File: config.mk
export PLATFORM = sky130hd
export DESIGN_NAME = replacement_selection_run_generator_flat
export DESIGN_NICKNAME = d
export VERILOG_FILES = /design/src/sv/rsg_pkg.sv /design/src/sv/rsg_if.sv /design/src/sv/rsg_cell.sv /design/src/sv/replacement_selection_run_generator.sv /design/src/flat_wrapper.sv
export SDC_FILE = /design/constraint.sdc
export NUM_CORES = 2
export LEC_CHECK = 0
export ABC_AREA = 0
export BUFFER_PORTS_ARGS = -buffer_cell sky130_fd_sc_hd__buf_2
export CAP_MARGIN = 5
export CORE_MARGIN = 2
export CORE_UTILIZATION = 60
export CTS_CLUSTER_DIAMETER = 100
export DETAILED_ROUTE_END_ITERATION = 8
export PLACE_DENSITY = 0.8
export SLEW_MARGIN = 25
export SYNTH_ARGS = -nofsm -noshare
export SYNTH_HDL_FRONTEND = slang
export SYNTH_SLANG_ARGS = --single-unit
File: constraint.sdc
create_clock -name clk_i -period 5.33 [get_ports clk_i]
set_clock_uncertainty 0.15 [all_clocks]
set_input_delay 0.2665 -clock clk_i [delete_from_list [all_inputs] [get_ports clk_i]]
set_output_delay 0.2665 -clock clk_i [all_outputs]
set_load 0.05 [all_outputs]
File: src/sv/rsg_pkg.sv
package rsg_pkg;

  localparam int unsigned STORE_DEPTH = 16;
  localparam int unsigned KEY_W       = 32;
  localparam int unsigned RUN_W       = 16;
  localparam int unsigned CFG_W       = 5;
  localparam int unsigned CNT_W       = $clog2(STORE_DEPTH + 1);
  localparam int unsigned CMP_W       = (CNT_W > CFG_W) ? CNT_W : CFG_W;

  localparam logic [CFG_W-1:0] SIZE_RESET = CFG_W'(16);
  localparam logic [RUN_W-1:0] RUN_MAX    = '1;
  localparam logic [RUN_W-1:0] RUN_FIRST  = RUN_W'(1);

  // One slot of the chain; frozen keys sort after all live keys.
  typedef struct packed {
    logic                    valid;
    logic                    frz;
    logic signed [KEY_W-1:0] key;
  } entry_t;

  // Operation broadcast to every cell in a cycle.
  typedef struct packed {
    logic ins;      // place the new entry
    logic pop;      // drop the head, everything moves one cell towards it
    logic clr_frz;  // frozen keys become the live keys of the next run
  } chain_op_t;

  // True when a sorts strictly before b.
  function automatic logic entry_before(entry_t a, entry_t b);
    logic res;
    if (a.frz != b.frz) begin
      res = b.frz;
    end else begin
      res = (a.key < b.key);
    end
    return res;
  endfunction

endpackage

File: src/sv/rsg_if.sv
interface rsg_in_if;
  logic                              valid;
  logic                              ready;
  logic signed [rsg_pkg::KEY_W-1:0]  value;
  logic                              is_final;

  modport source (output valid, output value, output is_final, input ready);
  modport sink   (input valid, input value, input is_final, output ready);
endinterface

interface rsg_out_if;
  logic                              valid;
  logic                              ready;
  logic signed [rsg_pkg::KEY_W-1:0]  key_out;
  logic        [rsg_pkg::RUN_W-1:0]  run_number;
  logic                              stream_done;

  modport source (output valid, output key_out, output run_number, output stream_done,
                  input ready);
  modport sink   (input valid, input key_out, input run_number, input stream_done,
                  output ready);
endinterface

File: src/sv/rsg_cell.sv
module rsg_cell (
  input  logic               clk_i,
  input  logic               rst_ni,
  input  rsg_pkg::chain_op_t op_i,
  input  rsg_pkg::entry_t    new_i,
  input  rsg_pkg::entry_t    left_i,
  input  logic               left_flag_i,
  input  rsg_pkg::entry_t    right_i,
  output rsg_pkg::entry_t    entry_o,
  output logic               flag_o
);
  import rsg_pkg::*;

  logic                    valid_q, valid_d;
  logic                    frz_q, frz_d;
  logic signed [KEY_W-1:0] key_q, key_d;
  entry_t                  own;
  entry_t                  nxt;

  assign own     = '{valid: valid_q, frz: frz_q, key: key_q};
  assign entry_o = own;

  // Flag: the entry that will sit here (before the new one lands) stays ahead of it.
  always_comb begin
    if (op_i.pop) begin
      flag_o = right_i.valid && !entry_before(new_i, right_i);
    end else begin
      flag_o = own.valid && !entry_before(new_i, own);
    end
  end

  always_comb begin
    if (op_i.ins) begin
      if (flag_o) begin
        nxt = op_i.pop ? right_i : own;
      end else if (left_flag_i) begin
        nxt = new_i;
      end else begin
        nxt = op_i.pop ? own : left_i;
      end
    end else if (op_i.pop) begin
      nxt = right_i;
    end else begin
      nxt = own;
    end
    valid_d = nxt.valid;
    frz_d   = nxt.frz && !op_i.clr_frz;
    key_d   = nxt.key;
  end

  always_ff @(posedge clk_i or negedge rst_ni) begin
    if (!rst_ni) begin
      valid_q <= 1'b0;
      frz_q   <= 1'b0;
    end else begin
      valid_q <= valid_d;
      frz_q   <= frz_d;
    end
  end

  always_ff @(posedge clk_i) begin
    key_q <= key_d;
  end

endmodule

File: src/sv/replacement_selection_run_generator.sv
// Channel   Dir  Payload                               Transfer
// in_i      in   value, is_final                       valid & ready
// out_o     out  key_out, run_number, stream_done      valid & ready
// cfg       in   cfg_wdata_i (store size)              cfg_we_i
//
// Keys sit in a sorted chain of STORE_DEPTH cells, live keys first. One item per cycle
// while out_o takes results; any item waits while the output register holds a result
// that out_o has not taken. A result leaves the cycle after the transfer that causes it.
// A final item is followed by a flush that emits each held key (1..STORE_DEPTH) while
// out_o takes results, during which in_i.ready is low. Reset empties the chain at once.
module replacement_selection_run_generator (
  input  logic                      clk_i,
  input  logic                      rst_ni,
  input  logic                      cfg_we_i,
  input  logic [rsg_pkg::CFG_W-1:0] cfg_wdata_i,
  rsg_in_if.sink                    in_i,
  rsg_out_if.source                 out_o
);
  import rsg_pkg::*;

  logic [CFG_W-1:0] size_q;
  logic [CNT_W-1:0] cnt_q, cnt_d, live_q, live_d;
  logic [CNT_W-1:0] cnt_nx, live_nx;
  logic [RUN_W-1:0] run_q, run_d;
  logic             flush_q, flush_d;

  logic                    out_valid_q;
  logic signed [KEY_W-1:0] out_key_q;
  logic [RUN_W-1:0]        out_run_q;
  logic                    out_done_q;

  logic [CMP_W-1:0] size_eff;
  logic             full, out_free, acc, flush_pop, emit, promote, stream_end;
  entry_t           new_e;
  entry_t           head;
  chain_op_t        op;

  entry_t cells [STORE_DEPTH];
  logic   flags [STORE_DEPTH];

  always_comb begin
    if (CMP_W'(size_q) > CMP_W'(STORE_DEPTH)) begin
      size_eff = CMP_W'(STORE_DEPTH);
    end else if (size_q == '0) begin
      size_eff = CMP_W'(1);
    end else begin
      size_eff = CMP_W'(size_q);
    end
  end

  assign head      = cells[0];
  assign full      = CMP_W'(cnt_q) >= size_eff;
  assign out_free  = !out_valid_q || out_o.ready;
  assign in_i.ready = !flush_q && out_free;
  assign acc       = in_i.valid && in_i.ready;
  assign flush_pop = flush_q && out_free;
  assign emit      = (acc && full) || flush_pop;

  // A key below the one leaving now waits for the next run.
  assign new_e = '{valid: 1'b1, frz: full && (in_i.value < head.key), key: in_i.value};

  always_comb begin
    cnt_nx  = cnt_q;
    live_nx = live_q;
    if (acc) begin
      if (full) begin
        live_nx = new_e.frz ? live_q - CNT_W'(1) : live_q;
      end else begin
        cnt_nx  = cnt_q + CNT_W'(1);
        live_nx = live_q + CNT_W'(1);
      end
    end else if (flush_pop) begin
      cnt_nx  = cnt_q - CNT_W'(1);
      live_nx = live_q - CNT_W'(1);
    end
  end

  assign stream_end = flush_pop && (cnt_nx == '0);
  assign promote    = (live_nx == '0) && (cnt_nx != '0);

  always_comb begin
    op.ins     = acc;
    op.pop     = emit;
    op.clr_frz = promote;
    cnt_d      = cnt_nx;
    live_d     = promote ? cnt_nx : live_nx;
    run_d      = run_q;
    flush_d    = flush_q;
    if (promote && run_q != RUN_MAX) begin
      run_d = run_q + RUN_W'(1);
    end
    if (acc && in_i.is_final) begin
      flush_d = 1'b1;
    end
    if (stream_end) begin
      flush_d = 1'b0;
      run_d   = RUN_FIRST;
    end
  end

  for (genvar i = 0; i < STORE_DEPTH; i++) begin : g_cell
    entry_t left_e, right_e;
    logic   left_f;
    if (i == 0) begin : g_first
      assign left_e = '0;
      assign left_f = 1'b1;
    end else begin : g_mid
      assign left_e = cells[i-1];
      assign left_f = flags[i-1];
    end
    if (i == STORE_DEPTH - 1) begin : g_last
      assign right_e = '0;
    end else begin : g_inner
      assign right_e = cells[i+1];
    end
    rsg_cell u_cell (
      .clk_i       (clk_i),
      .rst_ni      (rst_ni),
      .op_i        (op),
      .new_i       (new_e),
      .left_i      (left_e),
      .left_flag_i (left_f),
      .right_i     (right_e),
      .entry_o     (cells[i]),
      .flag_o      (flags[i])
    );
  end

  always_ff @(posedge clk_i or negedge rst_ni) begin
    if (!rst_ni) begin
      size_q      <= SIZE_RESET;
      cnt_q       <= '0;
      live_q      <= '0;
      run_q       <= RUN_FIRST;
      flush_q     <= 1'b0;
      out_valid_q <= 1'b0;
    end else begin
      if (cfg_we_i) begin
        size_q <= cfg_wdata_i;
      end
      cnt_q       <= cnt_d;
      live_q      <= live_d;
      run_q       <= run_d;
      flush_q     <= flush_d;
      out_valid_q <= emit || (out_valid_q && !out_o.ready);
    end
  end

  always_ff @(posedge clk_i) begin
    if (emit) begin
      out_key_q  <= head.key;
      out_run_q  <= run_q;
      out_done_q <= stream_end;
    end
  end

  assign out_o.valid       = out_valid_q;
  assign out_o.key_out     = out_key_q;
  assign out_o.run_number  = out_run_q;
  assign out_o.stream_done = out_done_q;

endmodule

File: src/flat_wrapper.sv
// flat-port wrapper written by rule: the top's interface ports become plain ports
module replacement_selection_run_generator_flat import rsg_pkg::*;
  (clk_i, rst_ni, cfg_we_i, cfg_wdata_i, in_i_valid, in_i_value, in_i_is_final, in_i_ready, out_o_valid, out_o_key_out, out_o_run_number, out_o_stream_done, out_o_ready);
  rsg_in_if in_i_i ();
  rsg_out_if out_o_i ();
  input  logic clk_i;
  input  logic rst_ni;
  input  logic cfg_we_i;
  input  logic [rsg_pkg::CFG_W-1:0] cfg_wdata_i;
  input wire logic [$bits(in_i_i.valid)-1:0] in_i_valid;
  input wire logic [$bits(in_i_i.value)-1:0] in_i_value;
  input wire logic [$bits(in_i_i.is_final)-1:0] in_i_is_final;
  output wire logic [$bits(in_i_i.ready)-1:0] in_i_ready;
  output wire logic [$bits(out_o_i.valid)-1:0] out_o_valid;
  output wire logic [$bits(out_o_i.key_out)-1:0] out_o_key_out;
  output wire logic [$bits(out_o_i.run_number)-1:0] out_o_run_number;
  output wire logic [$bits(out_o_i.stream_done)-1:0] out_o_stream_done;
  input wire logic [$bits(out_o_i.ready)-1:0] out_o_ready;
  assign in_i_i.valid = in_i_valid;
  assign in_i_i.value = in_i_value;
  assign in_i_i.is_final = in_i_is_final;
  assign in_i_ready = in_i_i.ready;
  assign out_o_valid = out_o_i.valid;
  assign out_o_key_out = out_o_i.key_out;
  assign out_o_run_number = out_o_i.run_number;
  assign out_o_stream_done = out_o_i.stream_done;
  assign out_o_i.ready = out_o_ready;
  replacement_selection_run_generator u_core (.clk_i(clk_i), .rst_ni(rst_ni), .cfg_we_i(cfg_we_i), .cfg_wdata_i(cfg_wdata_i), .in_i(in_i_i), .out_o(out_o_i));
endmodule
==> summary by stage <==
Run status
The run finished with clean final reports.

Synthesis
Yosys attributes the largest share of cell area to sky130_fd_sc_hd__dfxtp_1 (23%), sky130_fd_sc_hd__ha_1 (14%), sky130_fd_sc_hd__mux2i_1 (6.9%). The count of warnings emitted by yosys is 0. The leading cell type by number of instances after synthesis is sky130_fd_sc_hd__a21oi_1. The number of register bits inferred by synthesis is approximately 630.

The synthesized cell area is 0.0445 mm². Ranked by instance count, the synthesized netlist is headed by sky130_fd_sc_hd__a21oi_1 (591), sky130_fd_sc_hd__nand2_1 (578), sky130_fd_sc_hd__nor2_1 (572). The synthesized area divided by synthesized cell count is 7.83 µm². The gate count after technology mapping is 5689. In this run, synthesis inferred 49 flip-flops with an integrated enable. The count of cell types in the netlist is 99. The top cell type's share of synthesized area is 0.230. The number of nets handed over by synthesis was 6238. The synthesized design spends more area on one cell type than any other, namely sky130_fd_sc_hd__dfxtp_1. The fraction of the yosys area taken by sequential cells is 0.300.

The predominant post-synthesis flop cell is sky130_fd_sc_hd__dfxtp_1. The share of flip-flops with an asynchronous set or reset after synthesis is 0.104.

Route
The total iterations of the first detailed-routing run is 8. Detailed routing placed a total of 56.6 mm of wire on met2. The detailed-routed wire length on met3 is 6.72 mm. The number of vias after detailed routing is 40865.

The met1 wire length is 52.3 mm. The starting DRC count in detailed routing is 3527. The count of unresolved DRC violations after routing is 0. In the routed layout, each cell is associated on average with a via count of roughly 6. Dividing the detail-routed wire length by the instance count gives 18.1 µm. The count of nets left with antenna violations once routing finished came out at 0. For this block, the routed nets add up to approximately 120 mm of wire. The highest layer touched by signal routing is met5.

Clock network
The root cell of the clock tree is sky130_fd_sc_hd__clkbuf_16. The number of resized instances in the post-cts repair step is 0. After clock tree synthesis, the clock-pin slew on the worst setup and hold paths is approximately 0.050 ns.

The number of buffers created by CTS is 71. The worst-skew pair later-pin latency is 0.63 ns. No sink is reached through more buffers than the 3 on the longest clock path. The buffer count from post-CTS setup fixing is 0. The hold buffer count at cts is 27.

The clock tree from TritonCTS is done. The H-tree was split into 3 levels. CTS saw 626 sinks.

Floorplanning
The floorplan has between 90 and 100 rows. In this run the standard cell core region covers 0.0732 mm². The die covers 0.0764 mm². The initial utilization of the core area, before any placement, comes to 0.608. The number of ports placed on the die boundary is 94. The floorplan die height is about 280 µm. In this run the horizontal extent of the chip is roughly 280 µm.

STA
Setup repair after global routing left no endpoint under its margin. The relative slew slack is 0.334. The number of pins with negative max-slew slack in the final report was 0. The hold violation total from the final report is 0. Setup violations remaining at the end of the flow were counted as 0.

The maximum clock frequency is 0.204 GHz. For the pin with the worst max-slew slack, the measured transition is 0.998 ns. The share of the cycle needed by the critical path after routing is 0.920. Subtracting the final worst setup slack from the clock period gives 4.90 ns.

The post-route worst hold slack is 0.0230 ns. The post-route setup TNS is 0 ns.

Power and ir drop
The total power divided by cell area is about 600 mW/mm². The reported leakage power is 21.3 nW. The worst-case IR drop observed on VDD is 0.362 mV.

Cells and area
The total of fill cells in the finished design is 6061. The number of nets in the layout is 6190. The number of antenna diodes in the final layout is 0. The area of all placed cells without fillers is 0.0485 mm². In the final layout, the share of cells above drive strength 1 is 0.0878. The area growth from synthesis to final layout is 8.93%. The final non-filler cell total is approximately 6700.

The core occupancy in the finished layout is 0.663.

Hold path
The tightest min-delay check is of the in2reg type.

Worst setup path
For the worst setup path, the data arrival time is 5.26 ns. The kind of start point of the critical path is a primary input. The critical path endpoint category is a flop.

The classification of the worst setup path is in2reg. Of all nets on the critical path, the largest fanout is 9. The required time reported for the critical path endpoint is 5.69 ns.

Global routing
The initial antenna violation count is 2. The first global-routing pass estimated roughly 200 mm of wire. The via count of the first global-routing pass is 39785. Global routing finished with a remaining overflow of 0. The pin count of the biggest net entering global routing is 176. In the global route stage, overall resource usage came out at 0.307.

Placed design
The number of I/O port buffers is 93. The detailed placer's ending HPWL is 89.0 mm. At the end of routability-driven placement, the weighted congestion stood at between 0.9 and 1. The placed instances occupy a cell area of 0.0459 mm². Including well taps, the total number of placed cells is 6500.

Job
The tool flagged a number of max-cap violations equal to 0.
cell type report:
class,count,area (µm²),area share
Timing Repair Buffer,226,1750,0.0361
Multi-Input combinational cell,4150,27800,0.572
Tap cell,959,1200,0.0247
Clock buffer,115,2140,0.0442
Sequential cell,626,13400,0.275
Clock inverter,15,165,0.00340
Inverter,566,2130,0.0439
final timing paths:
| path | cells past startpoint | from | endpoint | slack [ns] |
|---|---|---|---|---|
| setup reg to reg | 13 | u_core.g_cell[0].u_cell.key_q[9]$_DFF_P_ | u_core.run_q[11]$_DFFE_PN0P_ | 0.47 |
| hold / removal | 3 | in_i_value[29] | u_core.g_cell[15].u_cell.key_q[29]$_DFF_P_ | 0.02 |
| hold reg to reg | 2 | u_core.g_cell[15].u_cell.key_q[22]$_DFF_P_ | u_core.g_cell[15].u_cell.key_q[22]$_DFF_P_ | 0.30 |
| max in group asynchronous | 3 | rst_ni | u_core.g_cell[14].u_cell.valid_q$_DFF_PN0_ | 4.16 |
| min in group asynchronous | 3 | rst_ni | u_core.run_q[9]$_DFFE_PN0P_ | 0.21 |
| setup / recovery | 14 | in_i_value[9] | u_core.run_q[11]$_DFFE_PN0P_ | 0.43 |
critical path, cell delays in order:
cell	delay (ns)
sky130_fd_sc_hd__dlygate4sd3_1	0.56
sky130_fd_sc_hd__buf_2	0.20
sky130_fd_sc_hd__ha_1	0.32
sky130_fd_sc_hd__a21oi_1	0.15
sky130_fd_sc_hd__o21ai_0	0.14
sky130_fd_sc_hd__a221oi_1	0.88
sky130_fd_sc_hd__o21ai_0	0.31
sky130_fd_sc_hd__a211oi_1	0.34
sky130_fd_sc_hd__mux2_2	0.36
sky130_fd_sc_hd__a211oi_1	0.40
sky130_fd_sc_hd__nand2_1	0.34
sky130_fd_sc_hd__nor4_4	0.62
sky130_fd_sc_hd__a31oi_1	0.15
sky130_fd_sc_hd__a41o_1	0.22
flip-flops by register name, indices dropped and copies added, names as in the netlist, 16 cells and up:
name,cells
u_core.g_cell.u_cell.key_q,512
u_core.out_o.key_out,32
u_core.g_cell.u_cell.frz_q,16
u_core.g_cell.u_cell.valid_q,16
u_core.out_o.run_number,16
u_core.run_q,16
report_power, final:
| group | internal, W | leakage (nW) | switching [W] | total [W] |
|---|---|---|---|---|
| sequential | 0.00692 | 5.58 | 0.00113 | 0.00805 |
| combinational | 0.00587 | 14.6 | 0.0101 | 0.0160 |
| clock | 0.00290 | 1.14 | 0.00205 | 0.00495 |
cells in the final DEF, fill, tap and decap left out, types with 15 or more instances in the layout:
cell and n:
sky130_fd_sc_hd__a21oi_1 591, sky130_fd_sc_hd__nand2_1 576, sky130_fd_sc_hd__nor2_1 568, sky130_fd_sc_hd__inv_1 565, sky130_fd_sc_hd__dfxtp_1 512, sky130_fd_sc_hd__ha_1 506, sky130_fd_sc_hd__o21ai_0 498, sky130_fd_sc_hd__mux2i_1 308
sky130_fd_sc_hd__a211oi_1 164, sky130_fd_sc_hd__mux2_2 134, sky130_fd_sc_hd__a21o_1 103, sky130_fd_sc_hd__buf_2 93, sky130_fd_sc_hd__buf_4 89, sky130_fd_sc_hd__nand4_1 76, sky130_fd_sc_hd__clkbuf_16 73, sky130_fd_sc_hd__nand3_1 65
sky130_fd_sc_hd__dfrtp_1 63, sky130_fd_sc_hd__nor3_1 56, sky130_fd_sc_hd__a31oi_1 55, sky130_fd_sc_hd__edfxtp_1 49, sky130_fd_sc_hd__nor2b_1 46, sky130_fd_sc_hd__and3b_1 32, sky130_fd_sc_hd__nand2b_1 31, sky130_fd_sc_hd__dlygate4sd3_1 27
sky130_fd_sc_hd__clkbuf_1 26, sky130_fd_sc_hd__o211ai_1 22, sky130_fd_sc_hd__nor4_1 21, sky130_fd_sc_hd__and3_1 21, sky130_fd_sc_hd__a2111oi_0 16, sky130_fd_sc_hd__clkbuf_8 16, sky130_fd_sc_hd__buf_12 16, sky130_fd_sc_hd__o21a_1 15
logic make-up (layout without fill, tap and decap cells):
| group | Yosys count | count (layout) | synth area share |
|---|---|---|---|
| DFF | 626 | 626 | 0.300 |
| xor gates and xnor gates | 14 | 14 | 0.00275 |
| and+or+nand+nor | 1566 | 1566 | 0.156 |
| AOI/OAI and AO/OA | 1616 | 1616 | 0.214 |
| buffers and inverters | 913 | 922 | 0.0801 |
| muxes | 442 | 442 | 0.103 |
| adders and majority gates | 512 | 512 | 0.144 |
metrics by stage:
| step | total power [W] | worst slack, ns |
|---|---|---|
| floorplan | 0.0199 | 0.522 |
| CTS | 0.0288 | 0.551 |
| detailed placement | 0.0237 | 0.480 |
| global placement | 0.0230 | 0.440 |
| global route | 0.0313 | 0.189 |
| finish | 0.0290 | 0.428 |
per-layer routing:
| metal | vias up | global-route usage |
|---|---|---|
| met5 | - | 0 |
| met4 | 4 | 0.135 |
| met3 | 287 | 0.0341 |
| li1 | 19874 | - |
| met2 | 1237 | 0.522 |
| met1 | 19463 | 0.394 |
Power figures use the tool's default switching activity.
